### src/hdl/sbbf_pkg.sv
`timescale 1ns / 1ps
`default_nettype none
// ----------------------------------------------------------------------------
// sbbf_pkg
// shared types and constants for the split block bloom filter
// ----------------------------------------------------------------------------
package sbbf_pkg;

    localparam int MAX_BLOCKS      = 1024;
    localparam int BLK_W           = $clog2(MAX_BLOCKS);
    localparam int CFG_W           = 11;
    localparam int WORDS_PER_BLOCK = 8;
    localparam int ROW_W           = 32 * WORDS_PER_BLOCK;

    localparam logic [63:0] MIX_C1 = 64'hbf58476d1ce4e5b9;
    localparam logic [63:0] MIX_C2 = 64'h94d049bb133111eb;
    localparam logic [63:0] GOLDEN = 64'h9e3779b97f4a7c15;

    localparam logic OP_INSERT = 1'b0;
    localparam logic OP_QUERY  = 1'b1;

    localparam logic [31:0] SALT [WORDS_PER_BLOCK] = '{
        32'h47b6137b, 32'h44974d91, 32'h8824ad5b, 32'ha2b7289d,
        32'h705495c7, 32'h2df1424b, 32'h9efc4947, 32'h5c6bfb31
    };

    // commands from the controller to the datapath
    typedef struct packed {
        logic load;      // capture input item
        logic stage;     // advance one pipeline step
        logic clr_wr;    // write zero row at clear address
        logic mem_rd;    // read the selected row
        logic mem_wr;    // write back the merged row
        logic out_load;  // capture result
    } sbbf_cmd_t;

    typedef struct packed {
        logic clr_last;
    } sbbf_sts_t;

endpackage
`default_nettype wire

### src/hdl/sbbf_ctrl.sv
`timescale 1ns / 1ps
`default_nettype none
// ----------------------------------------------------------------------------
// sbbf_ctrl
// controller: clearing pass, then one item through the hash and row steps
// ----------------------------------------------------------------------------
module sbbf_ctrl (
    input  wire                   clk,
    input  wire                   rst_n,
    input  wire                   in_valid,
    output logic                  in_ready,
    output logic                  out_valid,
    input  wire                   out_ready,
    input  sbbf_pkg::sbbf_sts_t   sts,
    output sbbf_pkg::sbbf_cmd_t   cmd
);
    import sbbf_pkg::*;

    localparam logic [2:0] S_CLEAR = 3'd0;
    localparam logic [2:0] S_IDLE  = 3'd1;
    localparam logic [2:0] S_MIX   = 3'd2;
    localparam logic [2:0] S_READ  = 3'd3;
    localparam logic [2:0] S_WRITE = 3'd4;

    logic [2:0] state_reg, state_next;
    logic [2:0] step_reg, step_next;
    logic       out_valid_reg, out_valid_next;
    logic       out_free;

    assign out_free  = !out_valid_reg || out_ready;
    assign in_ready  = (state_reg == S_IDLE);
    assign out_valid = out_valid_reg;

    always_comb
    begin
        state_next     = state_reg;
        step_next      = step_reg;
        out_valid_next = out_valid_reg && !out_ready;
        cmd            = '0;
        unique case (state_reg)
            S_CLEAR:
            begin
                cmd.clr_wr = 1'b1;
                if (sts.clr_last)
                    state_next = S_IDLE;
            end
            S_IDLE:
            begin
                if (in_valid)
                begin
                    cmd.load   = 1'b1;
                    step_next  = '0;
                    state_next = S_MIX;
                end
            end
            S_MIX:
            begin
                // finisher multiplies, block pick and salt multiplies
                cmd.stage = 1'b1;
                step_next = step_reg + 3'd1;
                if (step_reg == 3'd5)
                    state_next = S_READ;
            end
            S_READ:
            begin
                cmd.mem_rd = 1'b1;
                state_next = S_WRITE;
            end
            S_WRITE:
            begin
                if (out_free)
                begin
                    cmd.mem_wr     = 1'b1;
                    cmd.out_load   = 1'b1;
                    out_valid_next = 1'b1;
                    state_next     = S_IDLE;
                end
            end
            default:
                state_next = S_IDLE;
        endcase
    end

    always_ff @(posedge clk or negedge rst_n)
    begin
        if (!rst_n)
        begin
            state_reg     <= S_CLEAR;
            step_reg      <= '0;
            out_valid_reg <= 1'b0;
        end
        else
        begin
            state_reg     <= state_next;
            step_reg      <= step_next;
            out_valid_reg <= out_valid_next;
        end
    end

endmodule
`default_nettype wire

### config.mk
export PLATFORM = sky130hd
export DESIGN_NAME = sbbf_ctrl
export DESIGN_NICKNAME = d
export VERILOG_FILES = /design/src/hdl/sbbf_pkg.sv /design/src/hdl/sbbf_ctrl.sv
export SDC_FILE = /design/constraint.sdc
export NUM_CORES = 1
export LEC_CHECK = 0
export BUFFER_PORTS_ARGS = -buffer_cell sky130_fd_sc_hd__clkbuf_2
export CAP_MARGIN = 20
export CORE_AREA = 10 10 47 49
export DETAILED_ROUTE_END_ITERATION = 10
export DIE_AREA = 0 0 57 59
export MAX_ROUTING_LAYER = met4
export SLEW_MARGIN = 0
export SYNTH_ARGS = -nofsm -noshare
export SYNTH_HDL_FRONTEND = slang
export SYNTH_SLANG_ARGS = --single-unit
### constraint.sdc
create_clock -name clk -period 1.9 [get_ports clk]
set_input_delay 0.285 -clock clk [delete_from_list [all_inputs] [get_ports clk]]
set_output_delay 0.285 -clock clk [all_outputs]
set_load 0.02 [all_outputs]
==> results of run 1 <==
[how the worst max path moves through the flow]
stage                             from           to  slack [ns]  cells after the start
after global routing      state_reg[2]       cmd[4]        0.07                      3
after CTS                 state_reg[2]       cmd[4]        0.16                      3
after global placement    state_reg[2]       cmd[4]        0.46                      3
final                     state_reg[2]       cmd[4]        0.16                      3
after detailed placement  state_reg[2]       cmd[4]        0.44                      3
after floorplan           state_reg[2]  step_reg[1]        0.44                      6
[routing by layer]
| metal | vias up | global-route usage [%] | wire, um |
|---|---|---|---|
| li1 | 158 | - | - |
| met1 | 143 | 5.29 | 356 |
| met2 | 12 | 7.60 | 370 |
| met3 | 0 | 2.36 | 60 |
| met4 | 0 | 3.02 | 0 |
| met5 | - | - | 0 |
[worst max-delay path, stage by stage, from the launching register on]
cell and delay, ns:
dfrtp_1 0.46, or3b_1 0.47, inv_1 0.10, clkbuf_2 0.17
[synth_stat cells]
master    count
and3_1        1
dfrtp_1       7
a31oi_1       1
or2_2         1
o22ai_1       1
o21bai_1      1
a21oi_1       1
nor3b_1       2
buf_2         1
nor3_1        2
ha_1          2
and4bb_2      1
inv_1         3
or3b_1        1
nand2_1       3
mux2i_1       2
o211ai_1      1
nor2_1        2
nand2b_1      1
a21o_1        1
buf_4         3
o21ai_0       1
[timing repair]
item,4_1_cts,5_1_grt
buffers inserted,0,0
endpoints found under the hold margin,7,0
hold buffers,1,0
[layout by cell type (no fill, tap or decap)]
cell	Yosys	layout
a21o_1	1	1
a21oi_1	1	1
a31oi_1	1	1
and3_1	1	1
and4bb_2	1	1
clkbuf_1	0	1
clkbuf_2	0	12
clkbuf_4	0	3
dfrtp_1	7	7
dlygate4sd3_1	0	1
ha_1	2	2
inv_1	3	3
mux2i_1	2	2
nand2_1	3	3
nand2b_1	1	1
nor2_1	2	2
nor3_1	2	2
nor3b_1	2	2
o211ai_1	1	1
o21ai_0	1	1
o21bai_1	1	1
o22ai_1	1	1
or2_2	1	1
or3b_1	1	1
[per-stage QoR]
stage,util (%),cells
6_report,34.0,68
5_1_grt,34.0,68
4_1_cts,34.0,68
3_5_place_dp,31.4,63
3_3_place_gp,31.4,63
2_1_floorplan,-,39
[power groups by stage]
stage / registers (mW) / logic, mW / clock network (mW)
global placement: 0.268 / 0.351 / 0
global route: 0.277 / 0.389 / 0.152
finish: 0.266 / 0.344 / 0.138
CTS: 0.267 / 0.354 / 0.141
detailed placement: 0.269 / 0.350 / 0
floorplan: 0.256 / 0.282 / 0
[cell type report]
| type | count | area share [%] |
|---|---|---|
| multi-input cells | 25 | 36.5 |
| clock buffers | 4 | 5.51 |
| repair buffers | 13 | 14.7 |
| flip-flops and latches | 7 | 36.7 |
| inverters | 3 | 2.36 |
| well taps | 16 | 4.20 |
[logic make-up (layout without fill, tap and decap cells)]
kind of cell,count (synthesis),count (layout),share of synthesized area (%)
fa+ha+maj,2,2,6.45
simple gates,14,14,21.6
compound gates,7,7,11.6
mux,2,2,5.16
buf+inv,7,20,10.0
flops,7,7,45.2
==> metrics.csv, run 1 <==
stage,metric,value,unit
worst_hold_path,whs_path_depth,3,
detailed_routing,post_drt_wl_per_cell,11.6,um
worst_setup_path,r2r_end,step_reg[2],
die,core-area,1400,um^2
synthesis,postSynthCellCount,39,
outcome,outcome,"complete, no violations",
power_and_ir_drop,switchingPower,0.322,mW
detailed_routing,drt-vias-per-instance,4.60,
synthesis,syn_area_per_cell,9.95,um^2
placed_design,pre_cts_ws,0.436,ns
synthesis,ys_ff_latch,7,
timing,max_freq,576,MHz
global_routing,grt_usage,5.04,%
die,die-height,59,um
worst_setup_path,crit_fanout,10,
timing,fin_skew,0.00473,ns
synthesis,yosysSeqAreaShare,45.2,%
worst_setup_path,cp.required,1.62,ns
clock_network,htreeDepth,1,
placed_design,dp_hpwl,651,um
clock_network,cts_tree,built,
timing,relSlewSlack,82.5,%
timing,min_period,1.74,ns
layout,drive_gt1_share,32.7,%
detailed_routing,wl,788,um
layout,nets,60,
power_and_ir_drop,sequentialPowerShare,35.5,%
layout,fill_cells,164,
timing,fin_setup_tns,0,ns
worst_setup_path,reg2reg_from,state_reg[2],
layout,area_growth,22.9,%
global_routing,antenna_found_initial,0,
global_routing,grt_pass1_wl,1300,um
worst_setup_path,r2r_setup_slack,0.53,ns
die,die_w,57,um
synthesis,synth_area,388,um^2
timing,timing.final.crit_share,91.4,%
global_routing,grt_max_degree,11,
worst_hold_path,whs_endpoint,state_reg[0],
clock_network,cts.sinks,7,
die,die_area,3360,um^2
worst_hold_path,hp-class,input pin to flop,
placed_design,place.gp.congestion,0.669,
clock_network,clk_latency,0.25,ns
power_and_ir_drop,power.share.clock,18.4,%
power_and_ir_drop,power.total,0.748,mW
layout,regArea,175,um^2
layout,multi_input_area,174,um^2
detailed_routing,num_vias,313,
placed_design,port_buffers,12,
worst_hold_path,worstHoldStart,sts,
power_and_ir_drop,power.leakage,0.263,nW
timing,finalHoldViolCount,0,
worst_setup_path,r2r_cells,3,
die,initial_utilization,27.7,%
clock_network,postCtsResizedCells,0,
detailed_routing,first_pass_iters,2,
synthesis,yosysTopAreaCellShare,45.2,%
detailed_routing,drc,0,
clock_network,cts_root_buffer,clkbuf_4,
timing,whs,0.254,ns
power_and_ir_drop,comb_power_share,46.0,%
die,ioPinCount,13,
global_routing,grt_pass1_vias,331,
global_routing,overflow,0,
worst_setup_path,cp-start-kind,flop,
detailed_routing,postRouteAntennaNets,0,
timing,drv_slew,0,
worst_setup_path,crit_type,flop to output port,
timing,rsz0062_at_grt,no,
synthesis,synth_fp_nets,46,
clock_network,clockBufferDepth,2,
synthesis,ys_warn_count,0,
clock_network,clkTransAtPathRegs,0.06,ns
timing,setup_slack,0.164,ns
power_and_ir_drop,p_per_area,1570,nW/um^2
worst_setup_path,arrival,1.45,ns
worst_setup_path,end_kind,output port,
clock_network,cts_made_buffers,3,
placed_design,place_area,440,um^2
layout,n_antenna_cell,0,
synthesis,synth_cell_type_count,22,
layout,fin_area,477,um^2
timing,worst_slew_pin_slew,0.263,ns
power_and_ir_drop,cellInternalPower,0.426,mW
power_and_ir_drop,peakVddDrop,0.000545,V
synthesis,synth_top_area_cell,dfrtp_1,
power_and_ir_drop,switching_share,43.1,%
synthesis,synth_area_leaders,"dfrtp_1 (45%), ha_1 (6.5%), buf_4 (5.8%)",
die,rows,14,
timing,setup_viol,0,
detailed_routing,drt_iter0_drc,5,
run,cap_violations,0,
(Power assumes the default switching activity.)
==> run 2: changes to the inputs <==
- CAP_MARGIN: 20 -> default
- RECOVER_POWER: default -> 100
==> run 2 against run 1 <==
Against the previous run:
- worst setup slack gained 0.0016 ns
- total power shrank 1.9%
- via count rose by 0.64%
- final cell count unchanged
- clock skew is essentially flat
- utilization decreased by 0.71 points
- highest routed layer unchanged
==> metrics.csv, run 2 (synthesis results as in run 1) <==
stage,metric,value,unit
power_and_ir_drop,switchingPower,0.322,mW
worst_setup_path,crit_type,flop to output port,
layout,regArea,175,um^2
clock_network,cts_tree,built,
layout,final_common_cell,clkbuf_1,
layout,multi_input_area,174,um^2
worst_setup_path,path_cells,or3b_1 -> inv_1 -> clkbuf_2,
detailed_routing,drt_iter0_drc,5,
timing,max_freq,576,MHz
timing,finalHoldViolCount,0,
power_and_ir_drop,comb_power_share,45.0,%
global_routing,grt_pass1_wl,1300,um
placed_design,pre_cts_ws,0.436,ns
timing,setup_slack,0.165,ns
outcome,outcome,"complete, no violations",
global_routing,grt_pass1_vias,331,
global_routing,grt_max_degree,11,
timing,fin_skew,0.00455,ns
worst_setup_path,crit_buf_inv,2,
timing,worst_slew_pin_slew,0.404,ns
power_and_ir_drop,power.total,0.734,mW
clock_network,htreeDepth,1,
layout,fin_area,467,um^2
placed_design,place_area,440,um^2
power_and_ir_drop,cellInternalPower,0.412,mW
layout,fill_cells,166,
layout,drive_gt1_share,17.3,%
global_routing,grt_usage,5.04,%
run,cap_violations,0,
timing,setup_viol,0,
worst_setup_path,cp.required,1.62,ns
power_and_ir_drop,p_per_area,1570,nW/um^2
die,ioPinCount,13,
clock_network,clk_latency,0.25,ns
clock_network,cts_root_buffer,clkbuf_4,
clock_network,cts.sinks,7,
timing,relSlewSlack,73.1,%
layout,area_growth,20.3,%
global_routing,overflow,0,
layout,n_antenna_cell,0,
power_and_ir_drop,sequentialPowerShare,36.2,%
die,die_area,3360,um^2
detailed_routing,first_pass_iters,2,
worst_hold_path,hp-class,input pin to flop,
placed_design,port_buffers,12,
die,die_w,57,um
clock_network,cts_setup_buffers,0,
detailed_routing,wl,787,um
power_and_ir_drop,peakVddDrop,0.000530,V
die,initial_utilization,27.7,%
timing,min_period,1.73,ns
placed_design,dp_hpwl,651,um
worst_setup_path,cp-start-kind,flop,
detailed_routing,post_drt_wl_per_cell,11.6,um
layout,nets,60,
placed_design,place.gp.congestion,0.669,
timing,timing.final.crit_share,91.3,%
worst_setup_path,crit_fanout,10,
power_and_ir_drop,power.share.clock,18.8,%
layout,final_cell_mix,"clkbuf_1 (9), dfrtp_1 (7), clkbuf_2 (4)",
die,core-area,1400,um^2
clock_network,clockBufferDepth,2,
die,die-height,59,um
worst_setup_path,max_stage_delay,0.47,ns
die,rows,14,
worst_setup_path,crit_family,simple AND/OR/NAND/NOR gates,
detailed_routing,num_vias,315,
worst_setup_path,arrival,1.45,ns
worst_setup_path,end_kind,output port,
detailed_routing,drc,0,
power_and_ir_drop,power.leakage,0.236,nW
detailed_routing,postRouteAntennaNets,0,
power_and_ir_drop,switching_share,43.9,%
timing,fin_setup_tns,0,ns
timing,rsz0062_at_grt,no,
timing,drv_slew,0,
global_routing,antenna_found_initial,0,
worst_setup_path,critPathSlowestCell,or3b_1,
clock_network,clkTransAtPathRegs,0.06,ns
detailed_routing,drt-vias-per-instance,4.63,
clock_network,cts_made_buffers,3,
-- run 2: cell counts in the layout (fill, tap and decap cells not counted) --
No cell type changed its count.
-- run 2: path summary, 6_finish.rpt --
kind                                    from            to  cells past startpoint  slack [ns]
min in group asynchronous              rst_n   step_reg[0]                      2        0.47
worst min-delay path                     sts  state_reg[0]                      3        0.25
worst min register to register   step_reg[0]   step_reg[0]                      1        0.51
worst max register to register  state_reg[2]   step_reg[2]                      3        0.53
max in group asynchronous              rst_n     out_valid                      2        1.14
worst max-delay path            state_reg[2]        cmd[4]                      3        0.17
-- run 2: timing repair --
action | 4_1_cts | 5_1_grt
hold buffers | 1 | 0
gates resized for setup | 0 | 0
hold endpoints to repair | 7 | 0
-- run 2: power by group through the flow --
stage	registers [mW]	clock network, mW	logic [mW]
floorplan	0.256	0	0.282
CTS	0.267	0.141	0.354
finish	0.266	0.138	0.330
global route	0.277	0.152	0.373
global placement	0.268	0	0.351
detailed placement	0.269	0	0.350
-- run 2: area by class of cell --
class / instances / area share, %
inverters: 3 / 2.41
multi-input cells: 25 / 37.3
well taps: 16 / 4.29
repair buffers: 13 / 12.9
clock buffers: 4 / 5.63
flip-flops and latches: 7 / 37.5
-- run 2: routing by layer --
metal / wire (um) / GRT usage (%) / vias to the layer above
li1: - / - / 158
met1: 355 / 5.29 / 145
met2: 369 / 7.60 / 12
met3: 62 / 2.36 / 0
met4: 0 / 3.02 / 0
met5: 0 / - / -
-- run 2: tightest hold or removal path: cells and delay by family --
kind	cells	cell delay, ns
AO/OA/AOI/OAI	1	0.07
buffers and inverters	1	0.07
AND/OR/NAND/NOR	1	0.04
-- run 2: through the flow --
step	cells	util [%]	hold slack, ns
after global routing	68	33.3	0.298
final	68	33.3	0.254
after detailed placement	63	31.4	0.135
after floorplan	39	-	-0.0106
after CTS	68	34.0	0.256
after global placement	63	31.4	0.135
==> run 3: changes to the inputs <==
- ABC_AREA: default -> 1
- CORE_AREA: 10 10 47 49 -> default
- CORE_MARGIN: default -> 10
- CORE_UTILIZATION: default -> 30
- DIE_AREA: 0 0 57 59 -> default
==> run 3 against run 2 <==
Against the previous run:
- clock power hardly changed
- critical path type unchanged
- utilization increased by 4.3 points
- largest power group unchanged
- final area is 6.2% higher
- sequential share of layout area shrank 2.2 points
==> metrics.csv, run 3 <==
stage,metric,value,unit
global_routing,overflow,0,
worst_setup_path,crit_type,flop to output port,
worst_setup_path,path_cells,nor2_1 -> nand2_1 -> nor2_1 -> clkbuf_1,
placed_design,port_buffers,12,
detailed_routing,drt_iter0_drc,4,
power_and_ir_drop,power.leakage,0.264,nW
layout,final_common_cell,clkbuf_1,
worst_setup_path,critPathSlowestCell,dfrtp_1,
synthesis,synth_most_common_cell,inv_1,
clock_network,cts_setup_buffers,0,
layout,nets,75,
placed_design,pre_cts_ws,0.619,ns
synthesis,postSynthCellCount,52,
worst_setup_path,endpoint,cmd[1],
worst_setup_path,reg2reg_from,state_reg[0],
timing,fin_setup_tns,0,ns
worst_setup_path,cp-start-kind,flop,
timing,rsz0062_at_grt,no,
synthesis,synth_ff_type,dfrtp_1,
run,cap_violations,0,
worst_setup_path,cp-startpoint,state_reg[1],
synthesis,ys_ff_latch,7,
die,die_area,3320,um^2
timing,setup_viol,0,
timing,finalHoldViolCount,0,
die,die_w,57.7,um
clock_network,postCtsResizedCells,0,
power_and_ir_drop,sequentialPowerShare,33.4,%
synthesis,synth-edff-count,0,
synthesis,synth_area_leaders,"dfrtp_1 (41%), inv_1 (7.9%), nand2_1 (7.1%)",
worst_setup_path,max_stage_delay,0.43,ns
worst_setup_path,crit_family,flip-flops,
clock_network,clockBufferDepth,2,
worst_setup_path,cpMostUsedCell,nor2_1,
synthesis,synth_compound_area_share,11.2,%
detailed_routing,postRouteAntennaNets,0,
placed_design,place_area,489,um^2
synthesis,synthTopCellsByCount,"inv_1 (9), nand2_1 (8), dfrtp_1 (7), nor2_1 (7)",
clock_network,cts_tree,built,
global_routing,grt_pass1_wl,1570,um
power_and_ir_drop,cellInternalPower,0.422,mW
placed_design,place.gp.congestion,0.748,
timing,relSlewSlack,67.7,%
layout,multi_input_area,175,um^2
worst_setup_path,r2r_cells,5,
die,core-area,1320,um^2
layout,drive_gt1_share,16.4,%
die,ioPinCount,13,
power_and_ir_drop,peakVddDrop,0.000547,V
clock_network,cts.sinks,7,
timing,whs,0.230,ns
clock_network,cts_made_buffers,3,
global_routing,grt_pass1_vias,379,
worst_setup_path,r2r_setup_slack,0.49,ns
power_and_ir_drop,switching_share,48.6,%
detailed_routing,post_drt_wl_per_cell,10.6,um
layout,fill_cells,147,
clock_network,clkTransAtPathRegs,0.05,ns
synthesis,yosys.area_share.xor_xnor,2.06,%
timing,setup_slack,0.281,ns
detailed_routing,wl,867,um
synthesis,yosysSeqAreaShare,41.2,%
global_routing,grt_max_degree,8,
layout,final_cell_mix,"clkbuf_1 (10), inv_1 (9), nor2_1 (8), nand2_1 (8), dfrtp_1 (7)",
detailed_routing,first_pass_iters,4,
synthesis,synth_mux_area_share,0,%
synthesis,ys_warn_count,0,
synthesis,synth_area,425,um^2
clock_network,ctsHoldBuffers,1,
clock_network,htreeDepth,1,
synthesis,synth_fa_ha_area_share,5.88,%
timing,max_freq,618,MHz
worst_setup_path,arrival,1.33,ns
global_routing,grt_usage,6.04,%
timing,timing.final.crit_share,85.2,%
timing,drv_slew,0,
layout,fin_area,495,um^2
placed_design,dp_hpwl,727,um
power_and_ir_drop,power.share.clock,16.5,%
power_and_ir_drop,switchingPower,0.399,mW
synthesis,async_flop_share,100,%
layout,n_antenna_cell,0,
die,rows,13,
synthesis,synth_cell_type_count,20,
synthesis,yosys.area_share.simple,26.5,%
timing,fin_skew,0.00166,ns
timing,worst_slew_pin_slew,0.479,ns
worst_setup_path,crit_buf_inv,1,
detailed_routing,drc,0,
worst_hold_path,hp-class,input pin to flop,
die,initial_utilization,32.3,%
clock_network,cts_root_buffer,clkbuf_4,
timing,min_period,1.62,ns
power_and_ir_drop,p_per_area,1660,nW/um^2
worst_setup_path,cp.required,1.62,ns
global_routing,antenna_found_initial,0,
worst_setup_path,r2r_end,step_reg[2],
die,die-height,57.7,um
power_and_ir_drop,comb_power_share,50.1,%
clock_network,clk_latency,0.25,ns
layout,regArea,175,um^2
outcome,outcome,"complete, no violations",
layout,area_growth,16.5,%
worst_setup_path,crit_fanout,5,
worst_hold_path,whs_path_depth,2,
detailed_routing,drt-vias-per-instance,4.27,
synthesis,synth_fp_nets,59,
synthesis,syn_area_per_cell,8.18,um^2
worst_setup_path,end_kind,output port,
worst_setup_path,cp.depth,4,
synthesis,synth_top_family_by_area,simple AND/OR/NAND/NOR gates,
synthesis,synth_top_area_cell,dfrtp_1,
detailed_routing,num_vias,350,
synthesis,yosysTopAreaCellShare,41.2,%
==> run 3: worst min path at each step <==
stage / endpoint / slack, ns / start
final: out_valid / 0.23 / out_ready
after global routing: out_valid / 0.23 / out_ready
after CTS: out_valid / 0.22 / out_ready
after detailed placement: step_reg[2] / 0.14 / rst_n
after global placement: step_reg[2] / 0.14 / rst_n
after floorplan: out_valid / -0.01 / rst_n
==> run 3: area by class of cell <==
type	count	area share (%)
timing repair buffer	13	11.9
inverter	11	8.33
clock buffer	4	5.30
sequential	7	35.4
tap	15	3.79
multi-input combinational	32	35.4
==> run 3: kinds of logic after synthesis <==
group,after synthesis
compound gates,6
xor+xnor,1
fa+ha+maj,2
buf+inv,13
flops,7
simple gates,23
==> run 3: per-layer routing <==
layer / vias to the layer above / global-route usage [%] / share of wire, %
li1: 192 / - / -
met1: 148 / 7.15 / 45
met2: 10 / 8.59 / 46
met3: 0 / 2.40 / 8.1
met4: 0 / 3.02 / 0
met5: - / - / 0
==> run 3: power by group through the flow <==
stage | clock network [mW] | registers [mW] | logic (mW)
floorplan | 0 | 0.277 | 0.362
global placement | 0 | 0.277 | 0.467
detailed placement | 0 | 0.280 | 0.471
CTS | 0.145 | 0.278 | 0.475
global route | 0.154 | 0.285 | 0.478
finish | 0.135 | 0.274 | 0.411
==> run 3: metrics by stage <==
step	cells	util [%]	power [mW]
CTS	82	39.9	0.898
floorplan	52	-	0.639
global placement	77	37.1	0.744
finish	82	37.6	0.820
global route	82	37.6	0.916
detailed placement	77	37.1	0.752
